--- config.mk ---
export PLATFORM = sky130hd
export DESIGN_NAME = overwriting_byte_ring_fifo_unit
export DESIGN_NICKNAME = d
export VERILOG_FILES = /design/src/hw/rtl/obrf_pkg.sv /design/src/hw/rtl/obrf_ram.sv /design/src/hw/rtl/overwriting_byte_ring_fifo_unit.sv
export SDC_FILE = /design/constraint.sdc
export NUM_CORES = 1
export LEC_CHECK = 0
export BUFFER_PORTS_ARGS = -buffer_cell sky130_fd_sc_hd__buf_2
export CORE_MARGIN = 8
export CORE_UTILIZATION = 30
export DETAILED_ROUTE_END_ITERATION = 6
export PLACE_DENSITY_LB_ADDON = 0.12
export SYNTH_ARGS = -nofsm -noshare
export SYNTH_HDL_FRONTEND = slang
export SYNTH_HIERARCHICAL = 1
export SYNTH_SLANG_ARGS = --single-unit
--- constraint.sdc ---
create_clock -name clk_i -period 5.2 [get_ports clk_i]
set_clock_uncertainty 0.2 [all_clocks]
set_input_delay 1.04 -clock clk_i [delete_from_list [all_inputs] [get_ports clk_i]]
set_output_delay 1.04 -clock clk_i [all_outputs]
set_load 0.05 [all_outputs]
--- src/hw/rtl/obrf_pkg.sv ---
// Shared types and constants for the overwriting byte ring FIFO.
`default_nettype none

package obrf_pkg;

  localparam int unsigned DEPTH_DEFAULT = 64;
  localparam int unsigned BYTE_W        = 8;

  typedef enum logic [1:0] {
    OP_PUT   = 2'd0,
    OP_GET   = 2'd1,
    OP_PEEK  = 2'd2,
    OP_FLUSH = 2'd3
  } obrf_op_e;

  typedef enum logic [1:0] {
    ST_CLEAR,
    ST_IDLE,
    ST_READ
  } obrf_state_e;

endpackage

`default_nettype wire

--- src/hw/rtl/obrf_ram.sv ---
// Generic single-port RAM with registered read data.
`default_nettype none

module obrf_ram #(
  parameter int unsigned WIDTH = 8,
  parameter int unsigned DEPTH = 64
) (
  input  wire logic                     clk_i,
  input  wire logic                     we_i,
  input  wire logic                     re_i,
  input  wire logic [$clog2(DEPTH)-1:0] addr_i,
  input  wire logic [WIDTH-1:0]         wdata_i,
  output logic      [WIDTH-1:0]         rdata_o
);

  logic [WIDTH-1:0] mem_q [DEPTH];
  logic [WIDTH-1:0] rdata_q;

  always_ff @(posedge clk_i) begin
    if (we_i) begin
      mem_q[addr_i] <= wdata_i;
    end
    if (re_i) begin
      rdata_q <= mem_q[addr_i];
    end
  end

  assign rdata_o = rdata_q;

endmodule

`default_nettype wire

--- src/hw/rtl/overwriting_byte_ring_fifo_unit.sv ---
// Top level of the overwriting byte ring FIFO: control, pointers and result register.
//
// Usage
//   Slave stream carries one operation per beat: tuser is the operation
//   (put, get, peek, flush), tdata holds the byte to store and the
//   clear-storage flag. Master stream returns exactly one beat per
//   operation: byte read, fill level after the operation, overwrite flag.
// Timing and throughput
//   Put, flush and a get on an empty ring: result registered in the cycle
//   after the beat is taken, one beat per cycle while the output register
//   is free. A get on stored data and every peek, empty ring or not, go
//   through the RAM's registered read port: no new beat is taken until
//   the result is loaded. A flush with clear set sweeps the RAM, one entry
//   a cycle, and the slave side is held off until the sweep is done.
// Reset
//   Pointers and count clear at once; the storage is then zeroed by the
//   same sweep, with tready low, before the first beat.
// Back-pressure
//   The result sits in an output register; a new beat is taken in the idle
//   state while that register is empty or being drained in the same cycle.
`default_nettype none

module overwriting_byte_ring_fifo_unit #(
  parameter int unsigned DEPTH = obrf_pkg::DEPTH_DEFAULT
) (
  input  wire logic        clk_i,
  input  wire logic        rst_ni,
  // slave side
  input  wire logic        s_axis_tvalid_i,
  output logic             s_axis_tready_o,
  input  wire logic [15:0] s_axis_tdata_i,  // [7:0] data_in, [8] clear_store, rest zero
  input  wire logic [1:0]  s_axis_tuser_i,  // [1:0] op
  // master side
  output logic             m_axis_tvalid_o,
  input  wire logic        m_axis_tready_i,
  // [7:0] data_out, then fill_level, then overwrote_oldest, zero padded
  output logic [((8 + $clog2(DEPTH + 1) + 1 + 7) / 8) * 8 - 1:0] m_axis_tdata_o
);

  import obrf_pkg::*;

  localparam int unsigned AW   = $clog2(DEPTH);
  localparam int unsigned CW   = $clog2(DEPTH + 1);
  localparam int unsigned OUTW = ((BYTE_W + CW + 1 + 7) / 8) * 8;

  localparam logic [AW-1:0] PtrLast = AW'(DEPTH - 1);
  localparam logic [CW-1:0] CntFull = CW'(DEPTH);

  function automatic logic [AW-1:0] ptr_next(input logic [AW-1:0] p);
    ptr_next = (p == PtrLast) ? '0 : p + 1'b1;
  endfunction

  obrf_state_e state_q, state_d;
  logic [AW-1:0] wp_q, wp_d;
  logic [AW-1:0] rp_q, rp_d;
  logic [CW-1:0] cnt_q, cnt_d;
  logic [AW-1:0] sweep_q, sweep_d;

  // result register
  logic              out_valid_q;
  logic [BYTE_W-1:0] out_data_q;
  logic [CW-1:0]     out_level_q;
  logic              out_over_q;

  logic              ld_out;
  logic [BYTE_W-1:0] ld_data;
  logic [CW-1:0]     ld_level;
  logic              ld_over;

  // RAM port
  logic              ram_we, ram_re;
  logic [AW-1:0]     ram_addr;
  logic [BYTE_W-1:0] ram_wdata, ram_rdata;

  logic     out_free;
  obrf_op_e in_op;

  assign out_free = !out_valid_q || m_axis_tready_i;
  assign in_op    = obrf_op_e'(s_axis_tuser_i);

  always_comb begin
    state_d   = state_q;
    wp_d      = wp_q;
    rp_d      = rp_q;
    cnt_d     = cnt_q;
    sweep_d   = sweep_q;
    ram_we    = 1'b0;
    ram_re    = 1'b0;
    ram_addr  = rp_q;
    ram_wdata = '0;
    ld_out    = 1'b0;
    ld_data   = '0;
    ld_level  = cnt_q;
    ld_over   = 1'b0;
    s_axis_tready_o = 1'b0;

    unique case (state_q)
      ST_CLEAR: begin
        // zero one entry per cycle; no beats taken meanwhile
        ram_we   = 1'b1;
        ram_addr = sweep_q;
        if (sweep_q == PtrLast) begin
          sweep_d = '0;
          state_d = ST_IDLE;
        end else begin
          sweep_d = sweep_q + 1'b1;
        end
      end
      ST_IDLE: begin
        s_axis_tready_o = out_free;
        if (s_axis_tvalid_i && out_free) begin
          unique case (in_op)
            OP_PUT: begin
              ram_we    = 1'b1;
              ram_addr  = wp_q;
              ram_wdata = s_axis_tdata_i[BYTE_W-1:0];
              wp_d      = ptr_next(wp_q);
              if (cnt_q == CntFull) begin
                // full: drop the oldest byte
                rp_d    = ptr_next(rp_q);
                ld_over = 1'b1;
              end else begin
                cnt_d = cnt_q + 1'b1;
              end
              ld_out   = 1'b1;
              ld_level = cnt_d;
            end
            OP_GET: begin
              if (cnt_q != '0) begin
                ram_re  = 1'b1;
                rp_d    = ptr_next(rp_q);
                cnt_d   = cnt_q - 1'b1;
                state_d = ST_READ;
              end else begin
                ld_out = 1'b1;  // empty: zero byte
              end
            end
            OP_PEEK: begin
              ram_re  = 1'b1;  // may be a stale entry
              state_d = ST_READ;
            end
            OP_FLUSH: begin
              wp_d     = '0;
              rp_d     = '0;
              cnt_d    = '0;
              ld_out   = 1'b1;
              ld_level = '0;
              if (s_axis_tdata_i[BYTE_W]) begin
                sweep_d = '0;
                state_d = ST_CLEAR;
              end
            end
            default: begin
            end
          endcase
        end
      end
      ST_READ: begin
        // output register is free here: it was free or draining at acceptance
        ld_out   = 1'b1;
        ld_data  = ram_rdata;
        ld_level = cnt_q;
        state_d  = ST_IDLE;
      end
      default: begin
        state_d = ST_IDLE;
      end
    endcase
  end

  always_ff @(posedge clk_i or negedge rst_ni) begin
    if (!rst_ni) begin
      state_q <= ST_CLEAR;
      wp_q    <= '0;
      rp_q    <= '0;
      cnt_q   <= '0;
      sweep_q <= '0;
    end else begin
      state_q <= state_d;
      wp_q    <= wp_d;
      rp_q    <= rp_d;
      cnt_q   <= cnt_d;
      sweep_q <= sweep_d;
    end
  end

  always_ff @(posedge clk_i or negedge rst_ni) begin
    if (!rst_ni) begin
      out_valid_q <= 1'b0;
    end else if (ld_out) begin
      out_valid_q <= 1'b1;
    end else if (m_axis_tready_i) begin
      out_valid_q <= 1'b0;
    end
  end

  always_ff @(posedge clk_i) begin
    if (ld_out) begin
      out_data_q  <= ld_data;
      out_level_q <= ld_level;
      out_over_q  <= ld_over;
    end
  end

  obrf_ram #(
    .WIDTH (BYTE_W),
    .DEPTH (DEPTH)
  ) u_store (
    .clk_i   (clk_i),
    .we_i    (ram_we),
    .re_i    (ram_re),
    .addr_i  (ram_addr),
    .wdata_i (ram_wdata),
    .rdata_o (ram_rdata)
  );

  assign m_axis_tvalid_o = out_valid_q;
  assign m_axis_tdata_o  = OUTW'({out_over_q, out_level_q, out_data_q});

endmodule

`default_nettype wire
Word-level counts from Yosys, hierarchy flattened --
Memory sizes are Yosys's and may differ from the RTL's. A register that Yosys moved wholly into a read port is not among the register bits. Cells that the tools add are included.
Storage, ports and cells: input port bits 22, memories 1, flip-flop bits (word level) 44, word-level logic and storage cells 96, output and inout port bits 18, bits in writable memories 512
Memories:
- u_store.mem_q | depth 64, bits a word 8, rd ports 1, clocked after memory_dff 1, wr ports 1, RTL line obrf_ram.sv:16 | logic [WIDTH-1:0] mem_q [DEPTH];
Cells by class: reductions and logical operators 17, multiplexer cells 46, add/subtract/negate cells 5, equality and inequality tests 18
Operators with widths (count):
- $mux 6 | 10
- $pmux 6 s2 | 3
- $mux 7 | 4
- $mux 8 | 3
- $pmux 7 s3 | 1
- $add 6x1->6 const B | 3
- $eq 6x6->1 const B | 3
- $pmux 6 s3 | 1
- $pmux 7 s2 | 1
- $mux 1 | 13
- $ne 2x2->1 const B | 6
- $reduce_and 5->1 | 2
- $mux 2 | 4
- $pmux 1 s2 | 4
- $reduce_and 4->1 | 2
- $add 7x1->7 const B | 1
- $eq 7x7->1 const B | 1
- $reduce_bool 7->1 | 1
- $sub 7x1->7 const B | 1
- $eq 2x2->1 const B | 3
- $ne 3x3->1 const B | 2
- $pmux 2 s3 | 1
- $reduce_and 3->1 | 2
- $reduce_bool 2->1 | 3
- 9 further kinds | 11

Longest topological paths before layout --
Gate-level depths: netlist of the first run.
depth in word-level cells 7, mapped depth 17, gate-level depth less buffers 11

Modules after synthesis --
The synthesis of the first run kept the hierarchy.
By module, submodules not included:
- obrf_ram | seq. area each 15615.0 µm², instances 1, cells each 1171, area each 20529.7 µm²
- overwriting_byte_ring_fifo_unit | seq. area each 1181.1 µm², instances 1, cells each 300, area each 2826.5 µm²

Worst setup path after synthesis of the first run --
Ideal clock, no wire load.
kind in2reg, from input port s_axis_tuser_i[0], to memory u_store.mem_q[13][0] (enable), path slack 0.751 ns, data arrival time 3.878 ns, stages on the path 12, buffers on the path 3, setup time 0.370 ns, data required time 4.630 ns, path through inv_1 ha_1 inv_1 nor4_2 a222oi_1 inv_1 buf_4 nor2b_1 clkbuf_1 clkbuf_1 nand3_1 nor2_1
Between the ends: elaborated cells between the ends (all ways) 9, classes of those cells mux: 8; reduce/logical: 1
RTL lines:
- start: declaration | RTL line overwriting_byte_ring_fifo_unit.sv:32 | input wire logic [1:0] s_axis_tuser_i,
- $logic_not 2->1 | RTL line overwriting_byte_ring_fifo_unit.sv:112 | unique case (in_op)
- $mux 6 | RTL line overwriting_byte_ring_fifo_unit.sv:112
- $mux 6 | RTL line overwriting_byte_ring_fifo_unit.sv:111 | if (s_axis_tvalid_i && out_free) begin
- $pmux 6 s2 | RTL line overwriting_byte_ring_fifo_unit.sv:97 | unique case (state_q)
- named net ram_addr[0] | RTL line overwriting_byte_ring_fifo_unit.sv:72 | logic [AW-1:0] ram_addr;
- end: declaration | RTL line obrf_ram.sv:16
The timed path passes the listed nets, and every way through them passes these cells.

Final worst setup path of the first run --
from register state_q[1], to register u_store.rdata_q[1], in the netlist u_store/rdata_o[1] (read register of u_store.mem_q), data pin
Between the ends: cells in the longest elaborated chain, start to end 2, elaborated cells between the ends (all ways) 4, classes of those cells eq/ne: 1; mux: 2; reduce/logical: 1
Ends and longest elaborated chain:
- start: declaration | RTL line overwriting_byte_ring_fifo_unit.sv:53 | obrf_state_e state_q, state_d;
- start signal: assignment | RTL line overwriting_byte_ring_fifo_unit.sv:179 | state_q <= state_d;
- $eq 2x1->1 or $logic_not 2->1 (tied branches) | RTL line overwriting_byte_ring_fifo_unit.sv:97
- $pmux 6 s2 * | RTL line overwriting_byte_ring_fifo_unit.sv:97
- named net ram_addr[0] | RTL line overwriting_byte_ring_fifo_unit.sv:72
- end: declaration | RTL line obrf_ram.sv:17 | logic [WIDTH-1:0] rdata_q;
Mark *: on every way through the listed nets, which the timed path passes. The rest lies on a longest branch. A chain may end at the register's enable or synchronous reset.

==> impl_metrics.tcl, run 1 <==
set metrics [dict create \
    status "completed" \
    synth_nets 1507 \
    ir_drop_uv 297.1 \
    fill_cells 7324 \
    drive_above_1_share_pct 22.66 \
    htree_levels 3 \
    crit_path_end_kind "flop" \
    required_ns 5.32 \
    grt_max_degree 65 \
    layout_setup_ws_ns 0.3360 \
    period_share_pct 93.54 \
    finalSetupViolations 0 \
    io_pins 40 \
    switchingPower_uw 5936 \
    rsz0062_at_grt "no" \
    ys_seq_area_share_pct 71.91 \
    cts_setup_buffers 0 \
    grt_pass1_vias 14250 \
    clk_pin_slew_worst_paths_ns 0.06 \
    stdcell_count 2739 \
    regArea_um2 16800 \
    hold_violations 0 \
    drt-total-wl_um 68410 \
    grt_overflow 0 \
    firstDrtPassIters 7 \
    multi_input_area_um2 6027 \
    grt_pass1_wl_um 101100 \
    post-place-ws_ns -0.1171 \
    drtIter0Drc 1090 \
    yosysTopAreaCellShare_pct 68.91 \
    gp_congestion 0.8332 \
    port_buffers 32 \
    synth_top_cells_by_area "edfxtp_1 (69%), mux4_2 (4.0%), dfrtp_1 (3.0%)" \
    final_core_util_pct 36.30 \
    worstHoldPathType "in2async" \
    fp.dieH_um 295.0 \
    cp_data_arrival_time_ns 4.98 \
    tightestPinTransition_ns 0.8400 \
    synth_common_cells "edfxtp_1 (536), nor2_1 (97), mux2i_1 (67)" \
    synth_cells 1471 \
    synth_largest_area_cell "edfxtp_1" \
    synth-main-ff-cell "edfxtp_1" \
    core-area_um2 77210 \
    ys_types 73 \
    dieArea_um2 87040 \
    die_x_um 295.0 \
    cts_root_buf "clkbuf_16" \
    crit_fanout 49 \
    timing_worst_setup_path_type "reg2reg" \
    vias 13830 \
    diodes 0 \
    place_inst 2628 \
    clock_power_share_pct 27.7 \
    cp-start-kind "flop" \
    via_per_inst 5.048 \
    pwr_density_cell_nw_per_um2 588.7 \
    maxSlewViolCount 0 \
    seqPwrFrac_pct 32.9 \
    syn_area_um2 23360 \
    swShare_pct 35.98 \
    start_util_pct 30.25 \
    comb_power_share_pct 39.4 \
    p_int_uw 10560 \
    areaGrowthSynthToFinish_pct 19.99 \
    cts.sinks 564 \
    leakage_uw 0.009472 \
    yosysMostFrequentCell "edfxtp_1" \
    cts_tree "built" \
    slew_headroom_pct 43.79 \
    whs_ns 0.2782 \
    cts_buffer_depth 3 \
    postCtsHoldBufs 0 \
    synth_warnings 6 \
    syn_avg_cell_area_um2 15.88 \
    synth_edf_count 536 \
    hpwlAfterDp_um 45220 \
    num-nets-final 1692 \
    max-cap-violations 0 \
    clk_latency_ns 0.61 \
    rows 102 \
    ant_nets 0 \
    cts-buffers-inserted 66 \
    drt_drc_violations_left 0 \
    async_flop_share_pct 4.965 \
    grt_antenna_before_repair 0 \
    grt_use_total_pct 15.75 \
    min_period_ns 4.864 \
    synth-seq-cells 564 \
    wl_per_cell_um 24.98 \
    fmax_ghz 0.2056 \
]
## final cells by class
class,count,area share [%]
sequential,564,59.93
multi-input combinational,784,21.51
clock inverter,29,1.170
tap,1040,4.643
inverter,25,0.3661
timing repair buffer,215,6.054
clock buffer,82,6.326
## through the flow
step / setup TNS [ns] / area [um^2] / total power [uW]
after detailed placement: -0.5104 / 25920 / 12080
after floorplan: 0 / 23360 / 9257
final: 0 / 28020 / 16500
after CTS: 0 / 28020 / 16720
after global placement: -0.3044 / 25920 / 12060
after global routing: 0 / 28020 / 17300
## power groups by stage
stage / combinational, uW / sequential (uW) / clock [uW]
floorplan: 3700 / 5560 / 0
global placement: 6540 / 5510 / 0
detailed placement: 6560 / 5510 / 0
CTS: 6590 / 5420 / 4720
global route: 6960 / 5450 / 4890
finish: 6500 / 5420 / 4580
## what timing repair did
item	CTS	global route
endpoints found under the hold margin	0	0
setup endpoints to repair	0	2
resized for setup	0	2
## routing by layer
layer / global-route usage (%) / wire length, um / part of all wire (%)
met3: 2.312 / 2772 / 4.1
met5: 0 / 0 / 0
met1: 21.66 / 31480 / 46
met4: 4.026 / 1231 / 1.8
met2: 26.13 / 32930 / 48
## critical path, stage by stage, from the launching register on
cell and delay [ns]:
dfrtp_1 0.40, inv_1 0.09, ha_1 0.43, inv_1 0.30, nor4_2 0.43, buf_4 0.29, a222oi_1 0.12, clkinv_2 0.11
buf_12 0.27, nor2_2 0.12, buf_4 0.21, buf_4 0.16, a221o_1 0.35, a22oi_1 0.33, nor2_1 0.10, or4_1 0.60
## cells by family (layout without fill, tap and decap cells)
family	count (synthesis)	count (layout)	share of synthesized area (%)
DFF	564	564	71.91
and+or+nand+nor	333	333	7.575
muxes	121	121	7.452
AOI/OAI and AO/OA	316	316	9.921
adders and majority gates	14	14	0.7500
buffers and inverters	123	351	2.389
## placed cells by master (no fill, tap or decap), drive strengths merged, types with 7 or more instances in the layout
master | Yosys | final
and2 | 29 | 29
a21oi | 35 | 35
edfxtp | 536 | 536
a221o | 11 | 11
o2bb2ai | 7 | 7
a22o | 11 | 11
bufinv | 0 | 7
clkbuf | 50 | 82
o221ai | 12 | 12
nand3 | 24 | 24
clkinv | 0 | 17
o22a | 12 | 12
nor2 | 97 | 97
o22ai | 23 | 23
nand3b | 13 | 13
a211oi | 10 | 10
mux2 | 13 | 13
inv | 25 | 27
mux4 | 41 | 41
a221oi | 21 | 21
nor2b | 14 | 14
nand2b | 27 | 27
a22oi | 42 | 42
a222oi | 9 | 9
o21ai | 36 | 36
buf | 48 | 215
a31oi | 25 | 25
ha | 14 | 14
nand2 | 58 | 58
and3 | 20 | 20
dfrtp | 28 | 28
a32oi | 8 | 8
mux2i | 67 | 67
o31ai | 14 | 14
## state kept, by name, indices dropped and copies added (netlist names)
register         cells
u_store/mem_q      512
out_data_q           8
u_store/rdata_o      8
cnt_q                7
out_level_q          7
rp_q                 6
sweep_q              6
wp_q                 6
state_q              2
m_axis_tvalid_o      1
out_over_q           1
## final timing paths
| path | startpoint | end | slack, ns | cells after the start |
|---|---|---|---|---|
| max in group asynchronous | rst_ni | cnt_q[2] | 4.04 | 1 |
| min | rst_ni | m_axis_tvalid_o | 0.28 | 1 |
| min in group clk_i | wp_q[2] | wp_q[2] | 0.33 | 1 |
| max reg2reg | state_q[1] | u_store/rdata_o[1] | 0.34 | 15 |
| max | state_q[1] | u_store/rdata_o[1] | 0.34 | 15 |
| min reg2reg | wp_q[2] | wp_q[2] | 0.33 | 1 |
No activity file was read; power rests on OpenSTA's default activity.
==> inputs of run 2 (changes only) <==
Settings changed: CORE_UTILIZATION 30 to 63.
==> impl_metrics.tcl, run 2 (synthesis gave the netlist of run 1 again) <==
set metrics [dict create \
    status "completed" \
    slowest_stage "a222oi_1" \
    min_period_ns 5.029 \
    grt_antenna_before_repair 2 \
    cpMostUsedCell "buf_4" \
    cts_setup_buffers 0 \
    crit_chain "inv_1 -> ha_1 -> nor2b_1 -> a41oi_1 -> a222oi_1 -> inv_4 -> buf_4 -> buf_4 -> and2_1 -> buf_4 -> a221oi_1 -> o32ai_1 -> nor4_1 -> nand4_1" \
    cts_buffer_depth 3 \
    die_x_um 208.5 \
    num-nets-final 1664 \
    cts.sinks 564 \
    tightestPinTransition_ns 1.063 \
    diodes 0 \
    via_per_inst 6.805 \
    port_buffers 32 \
    cp_data_arrival_time_ns 5.06 \
    cts_tree "built" \
    finalSetupViolations 0 \
    hold_violations 0 \
    firstDrtPassIters 6 \
    post-place-ws_ns -0.02711 \
    ant_nets 0 \
    worstHoldPathType "in2async" \
    place_inst 2040 \
    grt_overflow 0 \
    max_stage_delay_ns 0.48 \
    wl_per_cell_um 27.18 \
    start_util_pct 63.95 \
    rsz0062_at_grt "no" \
    fill_cells 2240 \
    period_share_pct 96.71 \
    crit_fanout 13 \
    drt-total-wl_um 58030 \
    fp.dieH_um 208.5 \
    vias 14530 \
    whs_ns 0.2865 \
    placed_cell_area_um2 25080 \
    grt_pass1_wl_um 87430 \
    clk_latency_ns 0.60 \
    grt_pass1_vias 14220 \
    largest-register "u_store/mem_q" \
    largest_reg_flops 512 \
    hpwlAfterDp_um 37460 \
    cp-start-kind "flop" \
    fmax_ghz 0.1988 \
    htree_levels 2 \
    maxSlewViolCount 0 \
    cts-buffers-inserted 54 \
    fin_area_um2 26880 \
    timing_worst_setup_path_type "reg2reg" \
    drive_above_1_share_pct 21.18 \
    io_pins 40 \
    cts_root_buf "clkbuf_16" \
    grt_max_degree 65 \
    dieArea_um2 43490 \
    core-area_um2 36520 \
    gp_congestion 0.9364 \
    leakage_uw 0.009248 \
    slew_headroom_pct 29.14 \
    final_cell_mix "edfxtp_1 (536), buf_4 (154), nor2_1 (96)" \
    drtIter0Drc 1891 \
    crit_path_end_kind "flop" \
    final_common_cell "edfxtp_1" \
    max-cap-violations 0 \
    layout_setup_ws_ns 0.1709 \
    postCtsHoldBufs 0 \
    rows 70 \
    stdcell_count 2135 \
    pwr_density_cell_nw_per_um2 583.1 \
    total_power_uw 15670 \
    areaGrowthSynthToFinish_pct 15.08 \
    clk_pin_slew_worst_paths_ns 0.06 \
    required_ns 5.23 \
    ctsResizeCount 0 \
    ir_drop_uv 332.2 \
    grt_use_total_pct 26.50 \
    drt_drc_violations_left 0 \
]
run 2: cell types whose count changed in the layout (fill, tap and decap cells not counted), moves of 2 or more:
cell	previous run	this run
buf_4	170	154
clkbuf_1	11	8
clkbuf_16	67	56
clkbuf_8	4	2
clkinv_1	9	11
inv_6	4	2
nor2b_2	0	2
o311ai_0	1	3
o311ai_1	2	0
run 2: metrics by stage:
stage | util [%] | setup TNS [ns]
2_1_floorplan | - | 0
3_3_place_gp | 68.66 | 0
3_5_place_dp | 68.66 | -0.2150
4_1_cts | 73.59 | 0
5_1_grt | 73.59 | 0
6_report | 73.59 | 0
run 2: final timing paths:
kind	startpoint	to	slack, ns	cells past startpoint
worst max-delay path	state_q[0]	u_store/rdata_o[4]	0.17	14
worst min-delay path	rst_ni	state_q[1]	0.29	1
worst max register to register	state_q[0]	u_store/rdata_o[4]	0.17	14
worst min register to register	u_store/rdata_o[4]	out_data_q[4]	0.33	1
max in group asynchronous	rst_ni	rp_q[2]	4.08	1
min in group clk_i	u_store/rdata_o[4]	out_data_q[4]	0.33	1
run 2: final cells by class:
cell class | count | area [um^2] | share of cell area, %
Clock buffer | 66 | 1459 | 5.428
Clock inverter | 29 | 340.3 | 1.266
Inverter | 25 | 101.3 | 0.3771
Tap cell | 468 | 585.6 | 2.179
Timing Repair Buffer | 199 | 1577 | 5.865
Sequential cell | 564 | 16800 | 62.49
Multi-Input combinational cell | 784 | 6020 | 22.40
run 2: worst max-delay path, delay by kind of cell, from the launching register on:
family / cells / cell delay [ns]
simple gates: 4 / 1.51
flops: 1 / 0.39
fa+ha+maj: 1 / 0.39
compound gates: 4 / 1.21
buf+inv: 5 / 0.97
run 2: report_power, final:
| group | leakage [uW] | total (uW) | internal (uW) | switching, uW |
|---|---|---|---|---|
| clock network | 0.000876 | 4000 | 2370 | 1620 |
| logic | 0.00312 | 6250 | 2490 | 3760 |
| registers | 0.00526 | 5420 | 5270 | 156 |
| total | 0.00925 | 15700 | 10100 | 5540 |
run 2: metal layers:
layer	routed length [um]	track usage, %	vias to the layer above
li1	-	-	6224
met1	21980	35.08	7315
met2	27860	42.78	835
met3	5833	5.561	151
met4	2339	10.81	4
met5	18	0	-
==> inputs of run 3 (changes only) <==
Settings changed: ABC_CLOCK_PERIOD_IN_PS from default to 5200, CORE_MARGIN 8 to default, CORE_UTILIZATION 63 to 26.
==> impl_metrics.tcl, run 3 (synthesis gave the netlist of run 1 again) <==
set metrics [dict create \
    via_per_inst 4.860 \
    ctsResizeCount 0 \
    fill_cells 8719 \
    cts.sinks 564 \
    stdcell_count 2901 \
    swShare_pct 37.10 \
    dieArea_um2 91040 \
    largest_reg_flops 512 \
    drt-total-wl_um 71560 \
    slew_headroom_pct 40.41 \
    firstDrtPassIters 7 \
    seqPwrFrac_pct 32.7 \
    diodes 0 \
    io_pins 40 \
    core-area_um2 88650 \
    worstHoldPathType "in2async" \
    required_ns 5.48 \
    final_cell_mix "edfxtp_1 (536), buf_4 (192), nor2_1 (95)" \
    grt_pass1_vias 14280 \
    hold_violations 0 \
    period_share_pct 91.45 \
    grt_pass1_wl_um 103700 \
    finalSetupViolations 0 \
    crit_family "compound AO/OA/AOI/OAI gates" \
    cts_buffer_depth 3 \
    crit_path_end_kind "flop" \
    grt_max_degree 65 \
    min_period_ns 4.755 \
    rows 109 \
    tightestPinTransition_ns 0.8939 \
    crit_chain "inv_1 -> ha_1 -> nor2b_1 -> a41oi_1 -> buf_4 -> a222oi_1 -> inv_6 -> buf_12 -> nor2_1 -> a221oi_1 -> o32ai_1 -> nor4_1 -> buf_4 -> nand4_1 -> buf_4" \
    critPathBufInv 6 \
    largest-register "u_store/mem_q" \
    drtIter0Drc 1079 \
    pwr_density_cell_nw_per_um2 585.4 \
    placed_cell_area_um2 26320 \
    grt_overflow 0 \
    multi_input_area_um2 6020 \
    final_common_cell "edfxtp_1" \
    vias 14100 \
    clk_pin_slew_worst_paths_ns 0.06 \
    cts_root_buf "clkbuf_16" \
    hpwlAfterDp_um 47720 \
    wl_per_cell_um 24.67 \
    regArea_um2 16800 \
    slowest_stage "nor2_1" \
    cp_data_arrival_time_ns 5.04 \
    p_int_uw 10440 \
    num-nets-final 1719 \
    leakage_uw 0.009575 \
    fin_area_um2 28340 \
    cts-buffers-inserted 67 \
    switchingPower_uw 6156 \
    comb_power_share_pct 40.9 \
    gp_congestion 0.7875 \
    ir_drop_uv 269.0 \
    crit_fanout 24 \
    max-cap-violations 0 \
    status "completed" \
    max_stage_delay_ns 0.68 \
    cts_tree "built" \
    htree_levels 3 \
    postCtsHoldBufs 0 \
    drt_drc_violations_left 0 \
    port_buffers 32 \
    fp.dieH_um 301.7 \
    drive_above_1_share_pct 23.33 \
    cts_setup_buffers 0 \
    fmax_ghz 0.2103 \
    start_util_pct 26.35 \
    cpMostUsedCell "buf_4" \
    place_inst 2779 \
    grt_use_total_pct 15.83 \
    fin_setup_tns_ns 0 \
    areaGrowthSynthToFinish_pct 21.35 \
    maxSlewViolCount 0 \
    ant_nets 0 \
    grt_antenna_before_repair 3 \
    cp-start-kind "flop" \
    clock_power_share_pct 26.4 \
    die_x_um 301.7 \
    rsz0062_at_grt "no" \
    timing_worst_setup_path_type "reg2reg" \
    clk_latency_ns 0.62 \
]
run 3: cell types whose count changed in the layout (fill, tap and decap cells not counted), moves of 3 or more:
cell,delta
clkinv_4,+3
clkinv_2,+3
buf_4,+38
buf_12,+4
clkinv_1,+9
bufinv_16,-7
clkbuf_1,+8
clkbuf_16,+13
run 3: per-stage QoR:
| stage | hold WS, ns | utilization, % | worst slack [ns] | total power, uW |
|---|---|---|---|---|
| detailed placement | 0.3127 | 29.69 | 0.008186 | 12370 |
| global placement | 0.3125 | 29.69 | -0.009684 | 12360 |
| CTS | 0.2803 | 31.97 | 0.4193 | 16800 |
| global route | 0.3236 | 31.97 | 0.1464 | 17370 |
| floorplan | 0.2788 | - | 0.7511 | 9257 |
| finish | 0.2795 | 31.97 | 0.4448 | 16590 |
run 3: final timing paths:
| check | startpoint | to | slack [ns] | cells past startpoint |
|---|---|---|---|---|
| worst max-delay path | state_q[0] | u_store/rdata_o[4] | 0.44 | 15 |
| worst min-delay path | rst_ni | m_axis_tvalid_o | 0.28 | 1 |
| worst max register to register | state_q[0] | u_store/rdata_o[4] | 0.44 | 15 |
| worst min register to register | u_store/rdata_o[6] | out_data_q[6] | 0.32 | 1 |
| max in group asynchronous | rst_ni | rp_q[2] | 4.04 | 1 |
| min in group clk_i | u_store/rdata_o[6] | out_data_q[6] | 0.32 | 1 |
run 3: worst reg2reg max path, cell delays in order, from the launching register on:
cell,delay (ns)
dfrtp_1,0.38
inv_1,0.10
ha_1,0.41
nor2b_1,0.23
a41oi_1,0.12
buf_4,0.23
a222oi_1,0.54
inv_6,0.12
buf_12,0.21
nor2_1,0.70
a221oi_1,0.18
o32ai_1,0.64
nor4_1,0.13
buf_4,0.17
nand4_1,0.15
buf_4,0.15
run 3: layout make-up:
cell class	instances	share of cell area, %
clock buffer	85	6.304
clock inverter	37	0.8388
inverter	25	0.3620
multi-input combinational	784	21.24
sequential	564	59.26
tap	1165	5.143
timing repair buffer	241	6.851
run 3: layer usage:
layer	global-route usage (%)	vias to the layer above	share of wire [%]	routed length (um)
li1	-	6355	-	-
met1	21.97	7365	47	33730
met2	25.85	295	48	34010
met3	2.709	85	3.6	2575
met4	3.463	0	1.7	1249
met5	0	-	0	0
run 3: power groups by stage:
| stage | registers [uW] | clock network, uW | logic (uW) |
|---|---|---|---|
| 2_1_floorplan | 5560 | 0 | 3700 |
| 3_3_place_gp | 5510 | 0 | 6840 |
| 3_5_place_dp | 5520 | 0 | 6860 |
| 4_1_cts | 5430 | 4500 | 6880 |
| 5_1_grt | 5450 | 4680 | 7230 |
| 6_report | 5430 | 4390 | 6780 |
